--- config.mk ---
export PLATFORM = sky130hd
export DESIGN_NAME = flow_meter_pulse_counter_unit
export DESIGN_NICKNAME = d
export VERILOG_FILES = /design/src/fmpc_pkg.sv /design/src/flow_meter_pulse_counter_unit.sv
export SDC_FILE = /design/constraint.sdc
export NUM_CORES = 1
export LEC_CHECK = 0
export BUFFER_PORTS_ARGS = -buffer_cell sky130_fd_sc_hd__buf_4
export CORE_UTILIZATION = 55
export DETAILED_ROUTE_END_ITERATION = 16
export GPL_TIMING_DRIVEN = 0
export MAX_ROUTING_LAYER = met4
export PLACE_DENSITY = 0.73
export SKIP_CTS_REPAIR_TIMING = 1
export SLEW_MARGIN = 20
export SYNTH_ARGS = -nofsm -noshare
export SYNTH_HDL_FRONTEND = slang
export SYNTH_SLANG_ARGS = --single-unit
--- constraint.sdc ---
create_clock -name clk_i -period 6.4 [get_ports clk_i]
set_input_delay 0 -clock clk_i [delete_from_list [all_inputs] [get_ports clk_i]]
set_output_delay 0 -clock clk_i [all_outputs]
set_load 0.02 [all_outputs]
--- src/fmpc_pkg.sv ---
// fmpc_pkg: shared types, constants and helpers of the flow meter pulse counter
// no dependencies; imported by flow_meter_pulse_counter_unit
`default_nettype none

package fmpc_pkg;

  localparam int unsigned CountW    = 32;
  localparam int unsigned DebounceW = 16;
  localparam int unsigned CfgIdxW   = 2;
  localparam int unsigned CfgDataW  = 32;
  localparam int unsigned InDataW   = 40;  // level_a, level_b, now_us, zero fill
  localparam int unsigned OutDataW  = 72;  // pulse_count, reverse_depth, stop_event, stopped

  localparam logic                 PresetModeRst = 1'b1;
  localparam logic [CountW-1:0]    TargetRst     = '0;
  localparam logic [DebounceW-1:0] DebounceRst   = 16'd1000;

  typedef enum logic [CfgIdxW-1:0] {
    CFG_PRESET_MODE   = 2'd0,
    CFG_TARGET_PULSES = 2'd1,
    CFG_DEBOUNCE_US   = 2'd2
  } cfg_idx_e;

  typedef enum logic {
    CMD_EDGE_A = 1'b0,
    CMD_EDGE_B = 1'b1
  } cmd_e;

  typedef enum logic [1:0] {
    KIND_A_BOTH_HIGH = 2'd0,
    KIND_A_OTHER     = 2'd1,
    KIND_B_ONLY_HIGH = 2'd2,
    KIND_B_OTHER     = 2'd3
  } edge_kind_e;

  typedef struct packed {
    logic              stopped;
    logic              stop_event;
    logic [CountW-1:0] reverse_depth;
    logic [CountW-1:0] pulse_count;
  } result_t;

  // wrapping timestamp distance against the debounce window
  function automatic logic waited(input logic [CountW-1:0] now,
                                  input logic [CountW-1:0] then_us,
                                  input logic [DebounceW-1:0] window);
    logic [CountW-1:0] diff;
    diff = now - then_us;
    return diff >= {{(CountW-DebounceW){1'b0}}, window};
  endfunction

endpackage

`default_nettype wire

--- src/flow_meter_pulse_counter_unit.sv ---
// flow meter pulse counter: an input beat passes the input register, then the counter
// update and the result register, before it leaves as a result beat; throughput one
// beat per cycle while the result side is ready. reverse and debounce checks,
// the count increment and the target compare all sit between those two registers.
// reset (rst_ni low, asynchronous) clears all counters, timestamps, levels and the
// stop flag; registers return to preset mode on, target 0, debounce 1000 us
// file: top level; depends on fmpc_pkg
`default_nettype none

module flow_meter_pulse_counter_unit (
  input  wire                          clk_i,
  input  wire                          rst_ni,
  // configuration writes
  input  wire                          cfg_valid_i,
  output logic                         cfg_ready_o,
  input  wire [fmpc_pkg::CfgIdxW-1:0]  cfg_index_i,
  input  wire [fmpc_pkg::CfgDataW-1:0] cfg_data_i,
  // edge events
  input  wire                          s_axis_tvalid,
  output logic                         s_axis_tready,
  input  wire [fmpc_pkg::InDataW-1:0]  s_axis_tdata,  // [0] level_a, [1] level_b, [33:2] now_us
  input  wire                          s_axis_tuser,  // [0] command
  // results
  output logic                         m_axis_tvalid,
  input  wire                          m_axis_tready,
  output logic [fmpc_pkg::OutDataW-1:0] m_axis_tdata  // [31:0] pulse_count,
                                                      // [63:32] reverse_depth,
                                                      // [64] stop_event, [65] stopped
);

  import fmpc_pkg::*;

  // configuration
  logic                 preset_mode_q;
  logic [CountW-1:0]    target_pulses_q;
  logic [DebounceW-1:0] debounce_us_q;

  // input register
  logic              in_valid_q;
  logic              in_cmd_q;
  logic              in_a_q;
  logic              in_b_q;
  logic [CountW-1:0] in_now_q;

  // block state
  logic [CountW-1:0] pulse_count_q, pulse_count_d;
  logic [CountW-1:0] reverse_fwd_q, reverse_fwd_d;
  logic [CountW-1:0] reverse_back_q, reverse_back_d;
  logic [CountW-1:0] edge_times_q [4];
  logic [CountW-1:0] reverse_times_q [2];
  logic              last_a_q;
  logic              last_b_q;
  logic              stopped_q;

  // result register
  logic    out_valid_q;
  result_t out_q, out_d;

  logic       advance;
  logic       rev_hit_a, rev_hit_b;
  logic       lvl_change, fwd_try, fwd_ok, hit_target, stop_now;
  edge_kind_e kind;

  assign cfg_ready_o   = 1'b1;
  assign advance       = in_valid_q && (!out_valid_q || m_axis_tready);
  assign s_axis_tready = !in_valid_q || advance;
  assign m_axis_tvalid = out_valid_q;
  assign m_axis_tdata  = {{(OutDataW-$bits(result_t)){1'b0}}, out_q};

  always_ff @(posedge clk_i or negedge rst_ni) begin
    if (!rst_ni) begin
      preset_mode_q   <= PresetModeRst;
      target_pulses_q <= TargetRst;
      debounce_us_q   <= DebounceRst;
    end else if (cfg_valid_i) begin
      case (cfg_index_i)
        CFG_PRESET_MODE:   preset_mode_q   <= cfg_data_i[0];
        CFG_TARGET_PULSES: target_pulses_q <= cfg_data_i[CountW-1:0];
        CFG_DEBOUNCE_US:   debounce_us_q   <= cfg_data_i[DebounceW-1:0];
        default: ;
      endcase
    end
  end

  always_ff @(posedge clk_i or negedge rst_ni) begin
    if (!rst_ni) begin
      in_valid_q <= 1'b0;
    end else if (s_axis_tready) begin
      in_valid_q <= s_axis_tvalid;
    end
  end

  always_ff @(posedge clk_i) begin
    if (s_axis_tvalid && s_axis_tready) begin
      in_cmd_q <= s_axis_tuser;
      in_a_q   <= s_axis_tdata[0];
      in_b_q   <= s_axis_tdata[1];
      in_now_q <= s_axis_tdata[CountW+1:2];
    end
  end

  // reverse tracking, then the forward edge sees the updated counters
  always_comb begin
    rev_hit_a = (in_cmd_q == CMD_EDGE_A) && in_a_q && !in_b_q &&
                waited(in_now_q, reverse_times_q[0], debounce_us_q);
    rev_hit_b = (in_cmd_q == CMD_EDGE_B) && !in_a_q && in_b_q &&
                waited(in_now_q, reverse_times_q[1], debounce_us_q);

    reverse_fwd_d  = reverse_fwd_q;
    reverse_back_d = reverse_back_q;
    if (rev_hit_a) begin
      reverse_fwd_d  = reverse_fwd_q + 1'b1;
      reverse_back_d = reverse_fwd_q + 1'b1;
    end else if (rev_hit_b) begin
      if (reverse_back_q != '0) begin
        reverse_back_d = reverse_back_q - 1'b1;
      end else begin
        reverse_fwd_d = '0;
      end
    end

    if (in_cmd_q == CMD_EDGE_A) begin
      lvl_change = in_a_q != last_a_q;
      kind       = (in_a_q && in_b_q) ? KIND_A_BOTH_HIGH : KIND_A_OTHER;
    end else begin
      lvl_change = in_b_q != last_b_q;
      kind       = (!in_a_q && in_b_q) ? KIND_B_ONLY_HIGH : KIND_B_OTHER;
    end

    fwd_try    = lvl_change && (reverse_back_d == '0) && (reverse_fwd_d == '0);
    fwd_ok     = fwd_try && waited(in_now_q, edge_times_q[kind], debounce_us_q);
    hit_target = preset_mode_q && (pulse_count_q >= target_pulses_q);
    stop_now   = fwd_ok && hit_target;

    pulse_count_d = pulse_count_q;
    if (fwd_ok && !hit_target) begin
      pulse_count_d = pulse_count_q + 1'b1;
    end

    // a stopped unit holds everything
    if (stopped_q) begin
      out_d.pulse_count   = pulse_count_q;
      out_d.reverse_depth = reverse_back_q;
      out_d.stop_event    = 1'b0;
      out_d.stopped       = 1'b1;
    end else begin
      out_d.pulse_count   = pulse_count_d;
      out_d.reverse_depth = reverse_back_d;
      out_d.stop_event    = stop_now;
      out_d.stopped       = stop_now;
    end
  end

  always_ff @(posedge clk_i or negedge rst_ni) begin
    if (!rst_ni) begin
      pulse_count_q      <= '0;
      reverse_fwd_q      <= '0;
      reverse_back_q     <= '0;
      edge_times_q       <= '{default: '0};
      reverse_times_q    <= '{default: '0};
      last_a_q           <= 1'b0;
      last_b_q           <= 1'b0;
      stopped_q          <= 1'b0;
    end else if (advance && !stopped_q) begin
      pulse_count_q  <= pulse_count_d;
      reverse_fwd_q  <= reverse_fwd_d;
      reverse_back_q <= reverse_back_d;
      if (rev_hit_a) begin
        reverse_times_q[0] <= in_now_q;
      end
      if (rev_hit_b) begin
        reverse_times_q[1] <= in_now_q;
      end
      if (fwd_ok) begin
        edge_times_q[kind] <= in_now_q;
      end
      if (fwd_try) begin
        if (in_cmd_q == CMD_EDGE_A) begin
          last_a_q <= in_a_q;
        end else begin
          last_b_q <= in_b_q;
        end
      end
      if (stop_now) begin
        stopped_q <= 1'b1;
      end
    end
  end

  always_ff @(posedge clk_i or negedge rst_ni) begin
    if (!rst_ni) begin
      out_valid_q <= 1'b0;
    end else if (advance) begin
      out_valid_q <= 1'b1;
    end else if (m_axis_tready) begin
      out_valid_q <= 1'b0;
    end
  end

  always_ff @(posedge clk_i) begin
    if (advance) begin
      out_q <= out_d;
    end
  end

`ifndef SYNTHESIS
  a_stop_sticky: assert property (@(posedge clk_i) disable iff (!rst_ni)
    stopped_q |=> stopped_q)
    else $error("stop flag cleared without reset");

  a_count_frozen: assert property (@(posedge clk_i) disable iff (!rst_ni)
    stopped_q |=> $stable(pulse_count_q))
    else $error("pulse count moved after stop");

  a_rev_order: assert property (@(posedge clk_i) disable iff (!rst_ni)
    reverse_back_q <= reverse_fwd_q)
    else $error("reverse depth exceeds reverse edge count");

  a_stop_flags: assert property (@(posedge clk_i) disable iff (!rst_ni)
    out_valid_q && out_q.stop_event |-> out_q.stopped)
    else $error("stop beat without stopped flag");

  a_item_held: assert property (@(posedge clk_i) disable iff (!rst_ni)
    in_valid_q && !advance |=> in_valid_q && $stable(in_now_q))
    else $error("pending event lost while stalled");
`endif

endmodule

`default_nettype wire
==> results of run 1 <==
==> layout make-up <==
class	count	area (µm²)	share of cell area [%]
Multi-Input combinational cell	2180	15740	46.33
Sequential cell	443	11600	34.14
Timing Repair Buffer	308	2713	7.984
Clock buffer	71	1411	4.154
Buffer	143	897.1	2.640
Tap cell	672	840.8	2.475
Inverter	157	594.3	1.749
Clock inverter	21	175.2	0.5156
Antenna cell	1	2.502	0.007365
==> sequential cells by signal (all words and copies together) (netlist names) <==
| signal | flops |
|---|---|
| debounce_us_q | 16 |
| pulse_count_q | 32 |
| in_valid_q | 1 |
| edge_times_q | 128 |
| in_cmd_q | 1 |
| reverse_times_q | 64 |
| in_b_q | 1 |
| reverse_back_q | 32 |
| in_a_q | 1 |
| reverse_fwd_q | 32 |
| last_b_q | 1 |
| in_now_q | 32 |
| preset_mode_q | 1 |
| stopped_q | 1 |
| last_a_q | 1 |
| m_axis_tvalid | 1 |
| target_pulses_q | 32 |
| m_axis_tdata | 66 |
==> synth_stat cells (23+ instances only) <==
| cell | number | area [µm²] |
|---|---|---|
| a21o_1 | 46 | 345.3 |
| a21oi_1 | 184 | 920.9 |
| a22oi_1 | 25 | 187.7 |
| and3_1 | 46 | 287.8 |
| clkbuf_1 | 110 | 412.9 |
| dfrtp_1 | 335 | 8383 |
| edfxtp_1 | 101 | 3033 |
| ha_1 | 177 | 2215 |
| inv_1 | 157 | 589.3 |
| mux2_2 | 143 | 1610 |
| mux2_4 | 26 | 390.4 |
| nand2_1 | 365 | 1370 |
| nand2b_1 | 34 | 212.7 |
| nand3_1 | 54 | 270.3 |
| nand4_1 | 47 | 294.0 |
| nor2_1 | 114 | 427.9 |
| nor2b_1 | 44 | 275.3 |
| nor3_1 | 53 | 265.3 |
| nor4_1 | 25 | 156.4 |
| o21ai_0 | 222 | 1111 |
| o22ai_1 | 26 | 162.7 |
| or3_1 | 23 | 143.9 |
| xnor2_1 | 118 | 1033 |
| xor2_1 | 44 | 385.4 |
==> layer usage <==
metal  track usage, %  share of wire, %  routed length [µm]
met1            41.63                41               36250
met2            56.80                49               43480
met3            4.453               6.1                5370
met4            11.17               3.6                3178
met5                -                 0                   0
==> worst register-to-register path: cells and delay by family, from the launching register on <==
kind / cells / cell delay (ns)
flip-flops: 1 / 0.46
AO/OA/AOI/OAI: 7 / 2.57
adder cells (fa/ha/maj): 2 / 0.74
buffers and inverters: 5 / 0.83
AND/OR/NAND/NOR: 10 / 2.34
XOR/XNOR: 2 / 0.32
==> worst min-delay path by stage <==
stage	endpoint	from	depth (start not counted)	slack [ns]
floorplan	debounce_us_q[0]$_DFFE_PN0P_	rst_ni	0	-0.30
global placement	in_now_q[3]$_DFFE_PP_	s_axis_tdata[5]	1	0.18
detailed placement	pulse_count_q[31]$_DFFE_PN0P_	rst_ni	1	0.05
CTS	pulse_count_q[31]$_DFFE_PN0P_	rst_ni	1	-0.59
global route	pulse_count_q[31]$_DFFE_PN0P_	rst_ni	2	0.05
finish	pulse_count_q[31]$_DFFE_PN0P_	rst_ni	2	-0.01
==> report_power, final <==
part | total, W | switching, W | internal (W)
Sequential | 0.00308 | 0.0000746 | 0.00300
Clock | 0.00279 | 0.00121 | 0.00158
Combinational | 0.00102 | 0.000601 | 0.000421
Total | 0.00689 | 0.00188 | 0.00501
==> cells in the final DEF (no fill, tap or decap), types with 13 or more instances in the layout <==
| master | n |
|---|---|
| buf_6 | 14 |
| a211oi_1 | 13 |
| xnor2_1 | 116 |
| o211ai_1 | 16 |
| dfrtp_1 | 335 |
| dlygate4sd3_1 | 74 |
| clkbuf_16 | 56 |
| buf_4 | 231 |
| ha_1 | 169 |
| nand4_1 | 47 |
| nor4_1 | 21 |
| and3_1 | 46 |
| mux2_4 | 33 |
| inv_1 | 153 |
| o22ai_1 | 26 |
| and2_1 | 14 |
| mux2_2 | 143 |
| or3_1 | 22 |
| a21oi_1 | 174 |
| mux2i_1 | 19 |
| clkbuf_1 | 97 |
| a21o_1 | 46 |
| o21ai_0 | 214 |
| nand2b_1 | 34 |
| xor2_1 | 44 |
| o21a_1 | 21 |
| nand2_1 | 358 |
| nand3_1 | 54 |
| nor2b_1 | 43 |
| edfxtp_1 | 101 |
| a22oi_1 | 25 |
| nor2_1 | 109 |
| nor3_1 | 50 |
==> per-stage QoR <==
step	cell area [µm²]	worst slack, ns	TNS [ns]	hold WS, ns	utilization [%]
after floorplan	28030	0.003257	0	-0.2956	-
after global placement	29930	-2.830	-670.73	0.1781	59.66
after detailed placement	30090	-2.971	-684.87	0.04693	59.97
after CTS	31670	-3.004	-698.31	-0.5875	63.13
after global routing	33980	-1.256	-221.65	0.05183	67.72
final	33980	-1.061	-168.03	-0.01302	67.72
==> cell families (layout without fill, tap and decap cells) <==
logic type,count (synthesis),in the layout,share of synthesized area (%)
AND/OR/NAND/NOR,884,884,15.45
AO/OA/AOI/OAI,742,742,16.91
flip-flops,443,443,41.45
buffers and inverters,307,700,4.466
multiplexers,205,205,8.507
adder cells (fa/ha/maj),180,180,8.127
XOR/XNOR,162,162,5.070
other,2,8,0.02683
==> reports/qor.yml, run 1 <==
floorplanning:
  die_w_um: 227.6
  num_io_pins: 155
  core_um2: 50170
  start_util_pct: 55.79
  row_count: 82
  die_y_um: 227.6
  dieArea_um2: 51790
layout:
  drive_above_1_share_pct: 19.95
  fillCellCount: 3830
  area_delta_synth_final_pct: 21.39
  final_cell_count_no_fill: 3996
  final_nets: 3542
run_status:
  status: "finished, violations left"
  violations: "hold timing, setup timing"
timing:
  finalHoldViolCount: 10
  slew_headroom_pct: 32.67
  timing.final.crit_period_ns: 7.461
  hold_ws_ns: -0.01302
  slew_violations: 0
  rsz0062_at_grt: "yes"
  max_freq_ghz: 0.1340
  skew_ns: 0.02115
  fin_ws_ns: -1.061
  setup_viol: 212
  worst_pin_slew_ns: 1.010
  period_share_pct: 116.6
placed_design:
  place_congestion: 1.007
  placed_cells: 3749
  hpwl_um: 64990
  portBuffers: 141
worst_setup_path:
  max_stage_delay_ns: 0.92
  cp-start-kind: "flop"
  cp.depth: 26
  r2r-start: "in_now_q[13]$_DFFE_PP_"
  cp-endpoint: "m_axis_tdata[19]$_DFFE_PP_"
  crit_buf_inv: 5
  crit_family: "compound AO/OA/AOI/OAI gates"
  cp_data_arrival_time_ns: 7.87
  crit_type: "flop to flop"
  reg2regPathDepth: 26
  crit_slowest_cell: "o41ai_1"
  worst_ep_required_time_ns: 6.81
  r2r_slack_ns: -1.06
  r2r-end: "m_axis_tdata[19]$_DFFE_PP_"
  crit_fanout: 10
  setup.worst_path.start: "in_now_q[13]$_DFFE_PP_"
  cp-end-kind: "flop"
drt:
  route.vias.total: 24340
  viasPerCell: 6.091
  wirelength_um: 88280
  drt_first_pass_iters: 5
  final_antenna_net_count: 0
  first_iter_violations: 1819
  drt_drc_violations_left: 0
  wl_per_cell_um: 22.09
global_route:
  grt_pass1_wl_um: 129900
  grt_antenna_before_repair: 1
  grt.total_usage_pct: 33.66
  grt_pass1_vias: 23230
  grt_max_degree: 104
  overflow: 0
clock_tree:
  insertion_delay_ns: 0.61
  clock-sinks: 443
  cts_tree: "built"
  numCtsBuffers: 49
  cts_max_level: 2
  clockBufferDepth: 3
  clkTransAtPathRegs_ns: 0.06
  cts_root_buf: "clkbuf_16"
hold_path:
  hold_class: "input port to asynchronous set/reset pin"
synthesis:
  synth-edff-count: 101
  ys_warn_count: 0
  synth_seq_cells: 443
  synthArstFlopShare_pct: 77.20
  netlist_instances: 2925
  yosysUniqueCellTypes: 87
  avgSynthCellArea_um2: 9.569
  seq_area_frac_synth_pct: 41.45
  synth-main-ff-cell: "dfrtp_1"
  syn_area_um2: 27990
pwr:
  ir_drop_mv: 0.2273
  p_leak_nw: 15.37
  p_per_area_nw_per_um2: 202.7
  power_w: 0.006887
run:
  drv_cap: 0
(Power assumes the default switching activity.)
==> run 2: changes to the inputs <==
- CTS_BUF_LIST: unset -> sky130_fd_sc_hd__clkbuf_8
- CTS_CLUSTER_SIZE: unset -> 14
==> run 2 against run 1 <==
  * The flow finishes with violations (setup timing)
  * Die area unchanged
  * First-iteration DRC count increased by 2.5%
  * Clock power increased by 2%
  * Global-route usage increased by 0.050 points
  * Critical path depth unchanged
  * Worst setup slack got worse by 0.051 ns
  * Critical endpoint unchanged
==> reports/qor.yml, run 2 (synthesized netlist as in run 1, its figures left out) <==
clock_tree:
  clkTransAtPathRegs_ns: 0.06  # about the same
  cts_tree: "built"
  clock-sinks: 443  # unchanged
  cts_root_buf: "clkbuf_8"
  numCtsBuffers: 79  # +61%
  cts_max_level: 3  # +1
  clockBufferDepth: 3  # unchanged
  insertion_delay_ns: 0.68  # +0.07 ns
layout:
  final_nets: 3575  # +0.93%
  design_area_um2: 34080  # +0.32%
  regMostFlops: "edge_times_q"
  area_delta_synth_final_pct: 21.78
  mostFrequentLayoutCells: "nand2_1, dfrtp_1, buf_4, o21ai_0, inv_1"
  final_util_pct: 67.94  # +0.22 points
  drive_above_1_share_pct: 20.62  # +0.67 points
  largest_register_ffs: 128  # unchanged
  layout_commonest_cell: "nand2_1"
  final_cell_count_no_fill: 4054  # +1.5%
floorplanning:
  start_util_pct: 55.79  # unchanged
  die_y_um: 227.6  # unchanged
  row_count: 82  # unchanged
  die_w_um: 227.6  # unchanged
  dieArea_um2: 51790  # unchanged
  core_um2: 50170  # unchanged
  num_io_pins: 155  # unchanged
placed_design:
  portBuffers: 141  # unchanged
  hpwl_um: 64990  # unchanged
  place_area_um2: 30090  # unchanged
  place_ws_ns: -2.971  # unchanged
  place_congestion: 1.007  # unchanged
  placed_cells: 3749  # unchanged
worst_setup_path:
  crit_type: "flop to flop"
  cp_data_arrival_time_ns: 7.98  # +0.11 ns
  cp-start-kind: "flop"
  reg2regPathDepth: 26  # unchanged
  crit_fanout: 10  # unchanged
  cp-end-kind: "flop"
  worst_ep_required_time_ns: 6.87  # +0.06 ns
timing:
  slew_violations: 0  # unchanged
  fin_ws_ns: -1.112  # -0.05081 ns
  worst_pin_slew_ns: 1.041  # +0.03080 ns
  setup_viol: 209  # -1.4%
  max_freq_ghz: 0.1331  # -0.68%
  finalHoldViolCount: 0  # -10
  period_share_pct: 117.4  # +0.79 points
  skew_ns: 0.05387  # +0.03272 ns
  timing.setup.tns_ns: -164.19  # +3.840 ns
  rsz0062_at_grt: "yes"
  timing.final.crit_period_ns: 7.512  # +0.05081 ns
  slew_headroom_pct: 30.62  # -2.1 points
pwr:
  ir_drop_mv: 0.1815  # -20%
  p_leak_nw: 15.55  # +1.2%
  p_per_area_nw_per_um2: 203.7  # +0.48%
hold_path:
  hold_depth: 2
  hold_class: "input port to flop"
drt:
  drt_drc_violations_left: 0  # unchanged
  route.vias.total: 24660  # +1.3%
  viasPerCell: 6.083  # -0.13%
  final_antenna_net_count: 0  # unchanged
  drt_first_pass_iters: 5  # unchanged
  wirelength_um: 88750  # +0.54%
  wl_per_cell_um: 21.89  # -0.90%
  first_iter_violations: 1864  # +2.5%
global_route:
  overflow: 0  # unchanged
  grt_max_degree: 104  # unchanged
  grt_pass1_wl_um: 129900  # about the same
  grt_antenna_before_repair: 2  # +1
  grt_pass1_vias: 23450  # +0.93%
  grt.total_usage_pct: 33.71  # +0.050 points
run_status:
  status: "finished, violations left"
  violations: "setup timing"
run:
  drv_cap: 0  # unchanged
[run 2: stage by stage]
stage / hold slack, ns / power (W)
finish: 0.04829 / 0.006942
global route: 0.01821 / 0.007221
CTS: -0.6778 / 0.006847
detailed placement: 0.04693 / 0.004017
global placement: 0.1781 / 0.003978
floorplan: -0.2956 / 0.003651
[run 2: worst max-delay path: stages (launching register included)]
cell	delay [ns]
edfxtp_1	0.55
ha_4	0.24
or2_1	0.24
o211a_4	0.29
a311o_1	0.39
nand2_1	0.11
xnor2_1	0.09
ha_1	0.32
buf_4	0.12
nand4_1	0.12
o41ai_1	0.91
or4_4	0.28
a21oi_2	0.04
nand4_1	0.17
nor3_4	0.13
buf_6	0.17
buf_4	0.15
nor3_1	0.66
a221o_1	0.34
nand4_1	0.20
a2111oi_2	0.42
and4_4	0.33
and4b_2	0.31
buf_2	0.20
buf_4	0.21
nand2_1	0.08
xnor2_1	0.25
[run 2: layout make-up]
type                    count  area, µm²
repair buffers            311       2679
multi-input cells        2180      15790
inverters                 157      594.3
fillers                  3850      16090
flip-flops and latches    443      11600
plain buffers             143      865.8
diodes                      2      5.005
well taps                 672      840.8
clock buffers              98       1349
clock inverters            48      361.6
[run 2: where the power goes]
group / total, W / switching, W / internal, W
logic: 0.00103 / 0.000604 / 0.000423
registers: 0.00308 / 0.0000747 / 0.00300
clock network: 0.00284 / 0.00124 / 0.00159
total: 0.00694 / 0.00192 / 0.00502
[run 2: final timing paths]
check                                                  start                              end  slack (ns)
max in group asynchronous                             rst_ni  target_pulses_q[23]$_DFFE_PN0P_        4.33
min in group asynchronous                             rst_ni   target_pulses_q[2]$_DFFE_PN0P_        0.44
worst min register to register  edge_times_q[45]$_DFFE_PN0P_     edge_times_q[45]$_DFFE_PN0P_        0.49
worst max register to register         in_now_q[2]$_DFFE_PP_       m_axis_tdata[19]$_DFFE_PP_       -1.11
worst max-delay path                   in_now_q[2]$_DFFE_PP_       m_axis_tdata[19]$_DFFE_PP_       -1.11
worst min-delay path                        s_axis_tdata[16]           in_now_q[14]$_DFFE_PP_        0.05
[run 2: layer usage]
metal | global-route usage (%) | vias up | share of wire (%)
li1 | - | 11410 | -
met1 | 41.43 | 12100 | 41
met3 | 5.537 | 176 | 6.2
met5 | - | - | 0
met2 | 56.07 | 982 | 49
met4 | 11.84 | 0 | 3.3
==> run 3: changes to the inputs <==
- PLACE_DENSITY: 0.73 -> 0.7
- clock period: 6.4 -> 9.5 ns (I/O delays scaled with it)
==> run 3 against run 2 <==
  * The run now ends clean
  * Via count is 1.2% lower
  * Fmax shrank 19%
  * Largest power group unchanged
  * Final cell count shrank 2.0%
  * Clock skew fell by 0.0065 ns
  * Worst setup slack gained 1.4 ns
  * Utilization shrank 3.2 points
  * Combinational power down 38%
  * Global-route usage is 0.58 points higher
  * Critical path type unchanged
==> reports/qor.yml, run 3 (synthesized netlist as in run 1, its figures left out) <==
run_status:
  status: "finished clean"
drt:
  wirelength_um: 88450  # -0.35%
  first_iter_violations: 1843  # -1.1%
  drt_first_pass_iters: 7  # +2
  route.vias.total: 24360  # -1.2%
  final_antenna_net_count: 0  # unchanged
  drt_drc_violations_left: 0  # unchanged
  wl_per_cell_um: 22.26  # +1.7%
  viasPerCell: 6.132  # +0.80%
timing:
  setup_viol: 0  # -100%
  slew_violations: 0  # unchanged
  timing.setup.tns_ns: 0  # +164.19 ns
  worst_pin_slew_ns: 1.042  # +0.001328 ns
  period_share_pct: 97.47  # -20 points
  max_freq_ghz: 0.1080  # -19%
  skew_ns: 0.04739  # -0.006483 ns
  slew_headroom_pct: 30.53  # -0.088 points
  fin_ws_ns: 0.2403  # +1.352 ns
  rsz0062_at_grt: "no"
  finalHoldViolCount: 0  # unchanged
  timing.final.crit_period_ns: 9.260  # +1.748 ns
pwr:
  internal_power_w: 0.003204  # -36%
  p_per_area_nw_per_um2: 138.4  # -32%
  p_sw_share_pct: 28.74  # +1.0 points
  switchingPower_w: 0.001292  # -33%
  seq_power_share_pct: 46.4  # +2.1 points
  p_comb_share_pct: 14.1  # -0.7 points
  power_w: 0.004496  # -35%
  clkPwrFrac_pct: 39.4  # -1.5 points
  p_leak_nw: 14.82  # -4.7%
  ir_drop_mv: 0.1551  # -15%
clock_tree:
  clock-sinks: 443  # unchanged
  cts_max_level: 3  # unchanged
  numCtsBuffers: 77  # -2.5%
  clockBufferDepth: 3  # unchanged
  insertion_delay_ns: 0.71  # +0.03 ns
  clkTransAtPathRegs_ns: 0.06  # about the same
  cts_root_buf: "clkbuf_8"
  cts_tree: "built"
worst_setup_path:
  crit_fanout: 10  # unchanged
  max_stage_delay_ns: 0.62  # -0.29 ns
  cp_data_arrival_time_ns: 9.68  # +1.70 ns
  cp-end-kind: "flop"
  crit_type: "flop to flop"
  cp-start-kind: "flop"
  worst_ep_required_time_ns: 9.92  # +3.05 ns
  crit_slowest_cell: "o41ai_1"
layout:
  design_area_um2: 32480  # -4.7%
  mostFrequentLayoutCells: "nand2_1, dfrtp_1, o21ai_0, a21oi_1, inv_1"
  fillCellCount: 3995  # +3.8%
  drive_above_1_share_pct: 15.37  # -5.3 points
  final_nets: 3497  # -2.2%
  regMostFlops: "edge_times_q"
  final_cell_count_no_fill: 3973  # -2.0%
  area_delta_synth_final_pct: 16.06
  layout_commonest_cell: "nand2_1"
  largest_register_ffs: 128  # unchanged
floorplanning:
  die_y_um: 227.6  # unchanged
  start_util_pct: 55.79  # unchanged
  num_io_pins: 155  # unchanged
  die_w_um: 227.6  # unchanged
  row_count: 82  # unchanged
  dieArea_um2: 51790  # unchanged
  core_um2: 50170  # unchanged
placed_design:
  place_area_um2: 30050  # -0.13%
  portBuffers: 141  # unchanged
  placed_cells: 3749  # unchanged
  hpwl_um: 65250  # +0.41%
  place_congestion: 0.9728  # -3.4%
  place_ws_ns: -0.4704  # +2.500 ns
run:
  drv_cap: 0  # unchanged
global_route:
  grt_antenna_before_repair: 0  # -2
  grt_pass1_wl_um: 131300  # +1.1%
  overflow: 0  # unchanged
  grt.total_usage_pct: 34.30  # +0.58 points
  grt_max_degree: 103  # -0.96%
  grt_pass1_vias: 23390  # -0.24%
hold_path:
  hold_class: "input port to flop"
-- run 3: metal layers --
metal | share of wire (%) | up-vias | GRT usage [%] | wire, µm
met5 | 0 | - | - | 0
met4 | 3.8 | 0 | 12.97 | 3405
met3 | 5.9 | 211 | 5.640 | 5204
met2 | 49 | 968 | 57.05 | 43510
met1 | 41 | 11950 | 41.78 | 36330
li1 | - | 11230 | - | -
-- run 3: critical path, delay by kind of cell (launching register included) --
family / cells / cell delay (ns)
simple gates: 11 / 3.27
flops: 1 / 0.57
xor+xnor: 2 / 0.34
compound gates: 8 / 2.45
fa+ha+maj: 3 / 0.70
buf+inv: 6 / 1.64
-- run 3: final cells by class --
type                       instances  area, µm²  area share (%)
inverter                         157      591.8           1.822
multi-input combinational       2180      15210           46.83
tap                              672      840.8           2.588
antenna                            2      5.005         0.01541
clock buffer                      90       1239           3.813
timing repair buffer             229       2022           6.224
clock inverter                    51      304.0          0.9360
sequential                       443      11600           35.71
buffer                           149      670.6           2.065
-- run 3: final timing paths --
| check | startpoint | end | slack (ns) | cells past startpoint |
|---|---|---|---|---|
| worst max-delay path | in_now_q[0]$_DFFE_PP_ | m_axis_tdata[28]$_DFFE_PP_ | 0.24 | 30 |
| worst min-delay path | s_axis_tdata[2] | in_now_q[0]$_DFFE_PP_ | 0.02 | 2 |
| worst max register to register | in_now_q[0]$_DFFE_PP_ | m_axis_tdata[28]$_DFFE_PP_ | 0.24 | 30 |
| worst min register to register | edge_times_q[31]$_DFFE_PN0P_ | edge_times_q[31]$_DFFE_PN0P_ | 0.49 | 1 |
| max in group asynchronous | rst_ni | edge_times_q[92]$_DFFE_PN0P_ | 7.79 | 5 |
| min in group asynchronous | rst_ni | pulse_count_q[5]$_DFFE_PN0P_ | 0.42 | 3 |
-- run 3: power groups by stage --
stage                     clock network (W)  registers [W]  logic, W
after floorplan                           0        0.00211  0.000347
after global placement                    0        0.00212  0.000566
after detailed placement                  0        0.00212  0.000591
after CTS                           0.00179        0.00208  0.000596
after global routing                0.00189        0.00209  0.000697
final                               0.00177        0.00209  0.000636
-- run 3: stage by stage --
step           hold WS, ns  util, %
2_1_floorplan      -0.2956        -
3_3_place_gp        0.1778    59.61
3_5_place_dp       0.05881    59.89
4_1_cts            -0.6749    62.96
5_1_grt           0.001519    64.74
6_report           0.02062    64.75
